==> config.mk <==
export PLATFORM = sky130hd
export DESIGN_NAME = slot_allocated_multi_channel_pwm
export DESIGN_NICKNAME = d
export VERILOG_FILES = /design/src/smcpwm_pkg.sv /design/src/smcpwm_slots.sv /design/src/slot_allocated_multi_channel_pwm.sv
export SDC_FILE = /design/constraint.sdc
export NUM_CORES = 1
export LEC_CHECK = 0
export BUFFER_PORTS_ARGS = -buffer_cell sky130_fd_sc_hd__buf_2
export CAP_MARGIN = 30
export CORE_MARGIN = 1.5
export CORE_UTILIZATION = 56
export DETAILED_ROUTE_END_ITERATION = 8
export PLACE_DENSITY = 0.87
export REMOVE_ABC_BUFFERS = 1
export SYNTH_ARGS = -nofsm -noshare
export SYNTH_HDL_FRONTEND = slang
export SYNTH_SLANG_ARGS = --single-unit
==> constraint.sdc <==
create_clock -name i_clk -period 4.2 [get_ports i_clk]
set_clock_uncertainty 0.2 [all_clocks]
set_input_delay 0.42 -clock i_clk [delete_from_list [all_inputs] [get_ports i_clk]]
set_output_delay 0.42 -clock i_clk [all_outputs]
set_load 0.05 [all_outputs]
==> src/smcpwm_pkg.sv <==
// Package for the slot-allocated multi-channel PWM generator.
// Holds the item codes, status codes, register indexes and the structs
// passed between the top level and the slot table. No dependencies.
package smcpwm_pkg;

    localparam int PIN_W      = 6;
    localparam int DUTY_W     = 16;
    localparam int CNT_W      = 16;
    localparam int LEVELS_W   = 4;
    localparam int OUT_IDX_W  = 2;
    localparam int CFG_ADDR_W = 1;

    localparam logic [CNT_W-1:0]  PRESCALE_RST = 16'd382;
    localparam logic [CNT_W-1:0]  PERIOD_RST   = 16'd255;
    // A wrap raises only slots whose duty exceeds this value.
    localparam logic [DUTY_W-1:0] DUTY_HIGH_MIN = 16'd1;

    localparam logic [CFG_ADDR_W-1:0] REG_PRESCALE = 1'd0;
    localparam logic [CFG_ADDR_W-1:0] REG_PERIOD   = 1'd1;

    typedef enum logic [1:0] {
        FUNC_SET     = 2'd0,
        FUNC_RELEASE = 2'd1,
        FUNC_TICK    = 2'd2
    } t_func;

    typedef enum logic [1:0] {
        STATUS_OK        = 2'd0,
        STATUS_NO_SLOT   = 2'd1,
        STATUS_NOT_BOUND = 2'd2
    } t_status;

    // Command from the top level to the slot table for one word.
    typedef struct packed {
        t_func              func;
        logic [PIN_W-1:0]   pin;
        logic [DUTY_W-1:0]  duty;
        logic               advance;
        logic               wrap;
        logic [CNT_W-1:0]   count;
    } t_slot_cmd;

    // Result of one word as seen after the slot table update.
    typedef struct packed {
        logic [LEVELS_W-1:0]  levels;
        logic [OUT_IDX_W-1:0] slot_index;
        t_status              status;
    } t_slot_resp;

endpackage

==> src/smcpwm_slots.sv <==
// Slot table of the multi-channel PWM generator: pin binding, duty and
// output level of each slot, with parallel pin matching and free-slot search.
// Depends on smcpwm_pkg.
module smcpwm_slots #(
    parameter int SLOTS = 4
) (
    input  logic                   i_clk,
    input  logic                   i_rst_n,
    input  logic                   i_en,
    input  smcpwm_pkg::t_slot_cmd  i_cmd,
    output smcpwm_pkg::t_slot_resp o_resp
);
    import smcpwm_pkg::*;

    localparam int IDX_W = (SLOTS > 1) ? $clog2(SLOTS) : 1;

    logic [PIN_W-1:0]  r_pin  [SLOTS];
    logic [DUTY_W-1:0] r_duty [SLOTS];
    logic [SLOTS-1:0]  r_active;
    logic [SLOTS-1:0]  r_level;
    logic [SLOTS-1:0]  n_active;
    logic [SLOTS-1:0]  n_level;

    logic             hit;
    logic [IDX_W-1:0] hit_idx;
    logic             has_free;
    logic [IDX_W-1:0] free_idx;
    logic [IDX_W-1:0] sel_idx;
    logic             wr_bind;
    logic             wr_duty;
    t_status          status;
    logic [3:0]       idx_wide;
    logic [LEVELS_W-1:0] lv;

    // Lowest-numbered match and lowest-numbered free slot.
    always_comb begin
        hit      = 1'b0;
        hit_idx  = '0;
        has_free = 1'b0;
        free_idx = '0;
        for (int k = SLOTS - 1; k >= 0; k--) begin
            if (r_active[k] && (r_pin[k] == i_cmd.pin)) begin
                hit     = 1'b1;
                hit_idx = IDX_W'(k);
            end
            if (!r_active[k]) begin
                has_free = 1'b1;
                free_idx = IDX_W'(k);
            end
        end
    end

    always_comb begin
        n_active = r_active;
        n_level  = r_level;
        sel_idx  = '0;
        wr_bind  = 1'b0;
        wr_duty  = 1'b0;
        status   = STATUS_OK;
        case (i_cmd.func)
            FUNC_SET: begin
                if (hit) begin
                    sel_idx = hit_idx;
                    wr_duty = 1'b1;
                end else if (has_free) begin
                    sel_idx           = free_idx;
                    wr_bind           = 1'b1;
                    wr_duty           = 1'b1;
                    n_active[sel_idx] = 1'b1;
                end else begin
                    status = STATUS_NO_SLOT;
                end
            end
            FUNC_RELEASE: begin
                if (hit) begin
                    sel_idx           = hit_idx;
                    n_active[sel_idx] = 1'b0;
                    n_level[sel_idx]  = 1'b0;
                end else begin
                    status = STATUS_NOT_BOUND;
                end
            end
            FUNC_TICK: begin
                if (i_cmd.advance) begin
                    for (int k = 0; k < SLOTS; k++) begin
                        if (r_active[k]) begin
                            if (i_cmd.wrap && (r_duty[k] > DUTY_HIGH_MIN)) begin
                                n_level[k] = 1'b1;
                            end else if (i_cmd.count == r_duty[k]) begin
                                n_level[k] = 1'b0;
                            end
                        end
                    end
                end
            end
            default: begin
            end
        endcase
    end

    always_ff @(posedge i_clk) begin
        if (!i_rst_n) begin
            r_active <= '0;
            r_level  <= '0;
        end else if (i_en) begin
            r_active <= n_active;
            r_level  <= n_level;
        end
    end

    always_ff @(posedge i_clk) begin
        for (int k = 0; k < SLOTS; k++) begin
            if (i_en && (sel_idx == IDX_W'(k))) begin
                if (wr_bind) begin
                    r_pin[k] <= i_cmd.pin;
                end
                if (wr_duty) begin
                    r_duty[k] <= i_cmd.duty;
                end
            end
        end
    end

    // Only slots zero to three show in the levels field.
    for (genvar g = 0; g < LEVELS_W; g++) begin : g_lv
        if (g < SLOTS) begin : g_used
            assign lv[g] = n_level[g];
        end else begin : g_none
            assign lv[g] = 1'b0;
        end
    end

    assign idx_wide          = 4'(sel_idx);
    assign o_resp.levels     = lv;
    assign o_resp.slot_index = idx_wide[OUT_IDX_W-1:0];
    assign o_resp.status     = status;

endmodule

==> src/slot_allocated_multi_channel_pwm.sv <==
// Top level of the slot-allocated multi-channel PWM generator: stream ports,
// configuration registers, prescaler and period counter, output register.
// Depends on smcpwm_pkg and smcpwm_slots.
//
//   Channel  | Direction | Handshake                    | Contents
//   s_axis   | in        | s_axis_tvalid/s_axis_tready  | set, release or tick word
//   m_axis   | out       | m_axis_tvalid/m_axis_tready  | levels, slot index, status
//   cfg      | in        | i_cfg_we (no wait)           | prescale, period
//
// A word passes through the input register and then the output register, and
// while the output is not stalled one word can be taken in every cycle. The
// update of the slot table and the counters sits between those two registers
// and is a single pass.
// Reset is synchronous and active low; it empties both registers, deactivates
// all slots, drives all levels low and loads the default prescale and period.
// A stall at the output holds the result; the input register keeps one more
// word, and only then does s_axis_tready drop.
module slot_allocated_multi_channel_pwm #(
    parameter int SLOTS = 4
) (
    input  logic        i_clk,
    input  logic        i_rst_n,
    input  logic        s_axis_tvalid,
    output logic        s_axis_tready,
    // tdata: pin_id [5:0], duty [21:6], zero [23:22]
    input  logic [23:0] s_axis_tdata,
    // tuser: func [1:0]
    input  logic [1:0]  s_axis_tuser,
    output logic        m_axis_tvalid,
    input  logic        m_axis_tready,
    // tdata: levels [3:0], slot_index [5:4], status [7:6]
    output logic [7:0]  m_axis_tdata,
    input  logic        i_cfg_we,
    input  logic [smcpwm_pkg::CFG_ADDR_W-1:0] i_cfg_addr,
    input  logic [15:0] i_cfg_wdata
);
    import smcpwm_pkg::*;

    logic [CNT_W-1:0]  r_prescale;
    logic [CNT_W-1:0]  r_period;
    logic [CNT_W-1:0]  r_psc_cnt;
    logic [CNT_W-1:0]  r_per_cnt;
    logic [CNT_W-1:0]  n_psc_cnt;
    logic [CNT_W-1:0]  n_per_cnt;

    logic              r_in_valid;
    t_func             r_in_func;
    logic [PIN_W-1:0]  r_in_pin;
    logic [DUTY_W-1:0] r_in_duty;

    logic              r_out_valid;
    logic [7:0]        r_out_data;

    logic              step;
    logic              is_tick;
    logic              advance;
    logic              wrap;
    t_slot_cmd         cmd;
    t_slot_resp        resp;

    // The word in the input register moves on when the output register is
    // empty or is being emptied in this cycle.
    assign step          = r_in_valid && (!r_out_valid || m_axis_tready);
    assign s_axis_tready = !r_in_valid || step;

    // The prescaler expires once it has reached the prescale value; the
    // period counter then advances and wraps once it is at the period.
    always_comb begin
        is_tick   = (r_in_func == FUNC_TICK);
        advance   = is_tick && (r_psc_cnt >= r_prescale);
        wrap      = advance && (r_per_cnt >= r_period);
        n_psc_cnt = r_psc_cnt;
        n_per_cnt = r_per_cnt;
        if (is_tick) begin
            n_psc_cnt = advance ? '0 : r_psc_cnt + 1'b1;
        end
        if (advance) begin
            n_per_cnt = wrap ? '0 : r_per_cnt + 1'b1;
        end
    end

    assign cmd.func    = r_in_func;
    assign cmd.pin     = r_in_pin;
    assign cmd.duty    = r_in_duty;
    assign cmd.advance = advance;
    assign cmd.wrap    = wrap;
    assign cmd.count   = n_per_cnt;

    smcpwm_slots #(
        .SLOTS (SLOTS)
    ) u_slots (
        .i_clk   (i_clk),
        .i_rst_n (i_rst_n),
        .i_en    (step),
        .i_cmd   (cmd),
        .o_resp  (resp)
    );

    // Configuration registers.
    always_ff @(posedge i_clk) begin
        if (!i_rst_n) begin
            r_prescale <= PRESCALE_RST;
            r_period   <= PERIOD_RST;
        end else if (i_cfg_we) begin
            case (i_cfg_addr)
                REG_PRESCALE: r_prescale <= i_cfg_wdata;
                REG_PERIOD:   r_period   <= i_cfg_wdata;
                default: begin
                end
            endcase
        end
    end

    // Prescaler and period counter.
    always_ff @(posedge i_clk) begin
        if (!i_rst_n) begin
            r_psc_cnt <= '0;
            r_per_cnt <= '0;
        end else if (step) begin
            r_psc_cnt <= n_psc_cnt;
            r_per_cnt <= n_per_cnt;
        end
    end

    // Input register.
    always_ff @(posedge i_clk) begin
        if (!i_rst_n) begin
            r_in_valid <= 1'b0;
        end else if (s_axis_tready) begin
            r_in_valid <= s_axis_tvalid;
        end
    end

    always_ff @(posedge i_clk) begin
        if (s_axis_tvalid && s_axis_tready) begin
            r_in_func <= t_func'(s_axis_tuser);
            r_in_pin  <= s_axis_tdata[PIN_W-1:0];
            r_in_duty <= s_axis_tdata[PIN_W+DUTY_W-1:PIN_W];
        end
    end

    // Output register.
    always_ff @(posedge i_clk) begin
        if (!i_rst_n) begin
            r_out_valid <= 1'b0;
        end else if (step) begin
            r_out_valid <= 1'b1;
        end else if (m_axis_tready) begin
            r_out_valid <= 1'b0;
        end
    end

    always_ff @(posedge i_clk) begin
        if (step) begin
            r_out_data <= {resp.status, resp.slot_index, resp.levels};
        end
    end

    assign m_axis_tvalid = r_out_valid;
    assign m_axis_tdata  = r_out_data;

endmodule

==> results.md <==
- Run status: complete, no violations
- Number of violations of the max-capacitance limit: 0
- Top library cells by usage in the layout, fill and taps aside: sky130_fd_sc_hd__nand2_1 (133), sky130_fd_sc_hd__edfxtp_1 (120), sky130_fd_sc_hd__nor2_1 (83)
- CTS Sinks: 194
- Part of the Yosys area used for sequential elements: 48.3%
- Number of enable-type register cells in the synthesized netlist: 120
- Antenna violations before repair: 0
- Insertion delay to the later sink of the worst-skew pair: 0.45 ns
- Final critical-path share of the clock period: 98.0%
- Core Footprint: 18200 um^2
- Post-DP HPWL: 24500 um
- Global placer's final weighted congestion: 1.01
- Critical Path Start Type: flop
- Worst-path clk slew: 0.08 ns
- Area growth from synthesis to layout: 17.2%
- Count of buffers inserted at the top-level ports: 55
- Worst setup path class: reg2reg
- Setup crit end kind: flop
- Yosys top cell by area: sky130_fd_sc_hd__edfxtp_1
- Largest net degree at the start of global routing: 44
- 1st-pass router iterations: 6
- Via density per instance: 6.61
- Number of unique standard cell types used by synthesis: 73
- Residual DRC count: 0
- FF-to-FF Start: r_psc_cnt[7]
- TritonCTS clock tree: done
- Worst hold slack: 0.0162 ns
- Nets: 1290
- Leakage Power: 4.53 nW
- Width of the die: 140 um
- Wire length reported by the detailed router: 34300 um
- Fraction of final layout cells with drive strength greater than 1: 15.2%
- Number of top-level design ports: 58
- Power Density: 341 nW/um^2
- Effective utilization at floorplan: 57.8%
- Crit path required time: 4.20 ns
- Remaining antenna violation count: 0
- Remaining global-route overflow: 0
- Delay of the slowest cell on the worst path: 0.43 ns
- Gate count after technology mapping: 1092
- Top cells by area, synth: sky130_fd_sc_hd__edfxtp_1 (34%), sky130_fd_sc_hd__dfxtp_1 (14%), sky130_fd_sc_hd__nand2_1 (4.7%)
- Total Routing Usage GR: 35.7%
- Fmax: 0.243 GHz
- Worst ir drop on vdd: 377 uV
- Sum Neg Setup Slack: 0 ns
- Final number of hold-violating endpoints: 0
- Avg WL per Cell: 23.7 um
- Floorplan die area: 19600 um^2
- Unrepaired setup endpoints after global routing: yes
- CP max-delay cell: sky130_fd_sc_hd__dfxtp_1
- Category of cells accounting for the largest share of critical-path delay: compound AO/OA/AOI/OAI gates
- First DRT Iteration DRCs: 1197
- Commonest non-fill, non-tap cell in the layout: sky130_fd_sc_hd__nand2_1
- Chip Height: 140 um
- Number of levels in the clock H-tree: 4
- Worst min-delay path class: in2reg
- Inserted Diodes: 0
- Via total after detailed routing: 9567
- Number of warning messages in the yosys log: 0
- Buffers & Inverters on Critical Path: 1
- Total CTS buffers: 17
- Clock buffer depth: 2
- Total Power: 0.00421 W
- Count of standard-cell rows: 49
- Via count of the first global-routing pass: 9267
- Register bit total from synthesis: 194
- First element of the critical path: r_psc_cnt[7]
- Post-synth ARST share: 0%
- Post-Synthesis Cell Area: 10500 um^2
- Number of slew-limit violations in the final report: 0
- Cells along the critical path: ha_1 > and3_1 > a221oi_1 > o22ai_2 > o31a_1 > buf_4 > nand3_1 > o31ai_1 > a2111oi_1 > nand4_1 > o311a_1 > a211o_1
- Post-synthesis area per instance: 9.64 um^2
- Post-synth top flop: sky130_fd_sc_hd__edfxtp_1
- Data arrival time of the critical path: 4.11 ns
- Final setup violation count: 0
- Critical hold path startpoint: i_cfg_wdata[1]
- Final core utilization: 67.8%
- Crit Path Max Fanout: 13
- Worst slew margin relative to its limit: 48.3%
- Top cell type's share of synthesized area: 34.2%
- First-pass GRT wire length: 52800 um
- Cell chosen for the clock root: sky130_fd_sc_hd__clkbuf_16
- Worst slew pin tran: 0.769 ns
- Final period demand of the worst path: 4.11 ns
[state kept, by name (all words and copies together), names as in the netlist]
| register | count |
|---|---|
| u_slots.r_duty | 64 |
| u_slots.r_pin | 24 |
| r_in_func | 2 |
| r_prescale | 16 |
| r_in_duty | 16 |
| r_per_cnt | 16 |
| r_period | 16 |
| r_in_valid | 1 |
| m_axis_tvalid | 1 |
| u_slots.r_active | 4 |
| u_slots.r_level | 4 |
| r_in_pin | 6 |
| m_axis_tdata | 8 |
| r_psc_cnt | 16 |
[power by group]
| part | switching (W) | total, W | internal (W) |
|---|---|---|---|
| logic | 0.000249 | 0.000405 | 0.000155 |
| registers | 0.0000393 | 0.00210 | 0.00207 |
| clock network | 0.000836 | 0.00170 | 0.000860 |
[cell type report]
| class | instances | area (um^2) |
|---|---|---|
| fill | 1352 | 5870 |
| sequential | 194 | 5090 |
| multi-input combinational | 783 | 5000 |
| timing repair buffer | 153 | 1150 |
| clock buffer | 18 | 429 |
| tap | 229 | 287 |
| inverter | 56 | 210 |
| clock inverter | 14 | 179 |
[final timing paths]
path                     end  slack, ns  cells past startpoint
max          m_axis_tdata[3]       0.09                     12
min              r_period[1]       0.02                      3
max reg2reg  m_axis_tdata[3]       0.09                     12
min reg2reg   r_prescale[14]       0.25                      2
[tightest hold or removal path: cells and delay by family]
kind,cells,cell delay (ns)
AO/OA/AOI/OAI,1,0.08
AND/OR/NAND/NOR,1,0.04
buffers and inverters,1,0.08
[per-stage QoR]
stage          cells  setup slack, ns  cell area (um^2)
3_5_place_dp    1386            0.100             11400
6_report        1447           0.0855             12300
4_1_cts         1445           0.0579             12300
3_3_place_gp    1385            0.121             11400
2_1_floorplan   1033           -0.370             10200
5_1_grt         1447          -0.0175             12300
[cells by family (layout without fill, tap and decap cells)]
family	count (synthesis)	in the layout	share of synthesized area, %
AO/OA/AOI/OAI	263	263	17.3
flip-flops	194	194	48.3
XOR/XNOR	72	72	5.99
AND/OR/NAND/NOR	407	407	19.0
buffers and inverters	115	241	4.61
multiplexers	4	4	0.404
adder cells (fa/ha/maj)	37	37	4.40
[metal layers]
layer  global-route usage [%]  share of wire, %
met1                     45.4                38
met2                     55.9                45
met3                     7.21               9.8
met4                     23.5               6.8
met5                        0                 0
[Yosys cell counts, types with 5 or more instances]
cell type                   count
sky130_fd_sc_hd__nand2_1      133
sky130_fd_sc_hd__edfxtp_1     120
sky130_fd_sc_hd__nor2_1        83
sky130_fd_sc_hd__dfxtp_1       74
sky130_fd_sc_hd__a21oi_1       72
sky130_fd_sc_hd__inv_1         55
sky130_fd_sc_hd__o21ai_0       39
sky130_fd_sc_hd__xor2_1        39
sky130_fd_sc_hd__ha_1          37
sky130_fd_sc_hd__clkbuf_1      36
sky130_fd_sc_hd__nor4_1        34
sky130_fd_sc_hd__xnor2_1       33
sky130_fd_sc_hd__nand3_1       30
sky130_fd_sc_hd__nand4_1       29
sky130_fd_sc_hd__nor3_1        24
sky130_fd_sc_hd__o211ai_1      21
sky130_fd_sc_hd__nand2b_1      15
sky130_fd_sc_hd__and3_1        14
sky130_fd_sc_hd__buf_2         13
sky130_fd_sc_hd__a211oi_1      11
sky130_fd_sc_hd__o22ai_1       11
sky130_fd_sc_hd__a31oi_1       10
sky130_fd_sc_hd__a21o_1         8
sky130_fd_sc_hd__a221oi_1       8
sky130_fd_sc_hd__and2_1         8
sky130_fd_sc_hd__o221ai_1       8
sky130_fd_sc_hd__or4_1          8
sky130_fd_sc_hd__a22oi_1        7
sky130_fd_sc_hd__nor2b_1        6
sky130_fd_sc_hd__o31ai_1        6
sky130_fd_sc_hd__or3_1          6
sky130_fd_sc_hd__a2111oi_0      5
[what timing repair did]
| item | CTS | global route |
|---|---|---|
| endpoints found under the hold margin | 27 | 0 |
| setup endpoints to repair | 0 | 5 |
| buffers inserted | 0 | 2 |
| hold buffers | 27 | 0 |
| gates resized for setup | 0 | 11 |
Power figures use the tool's default switching activity.
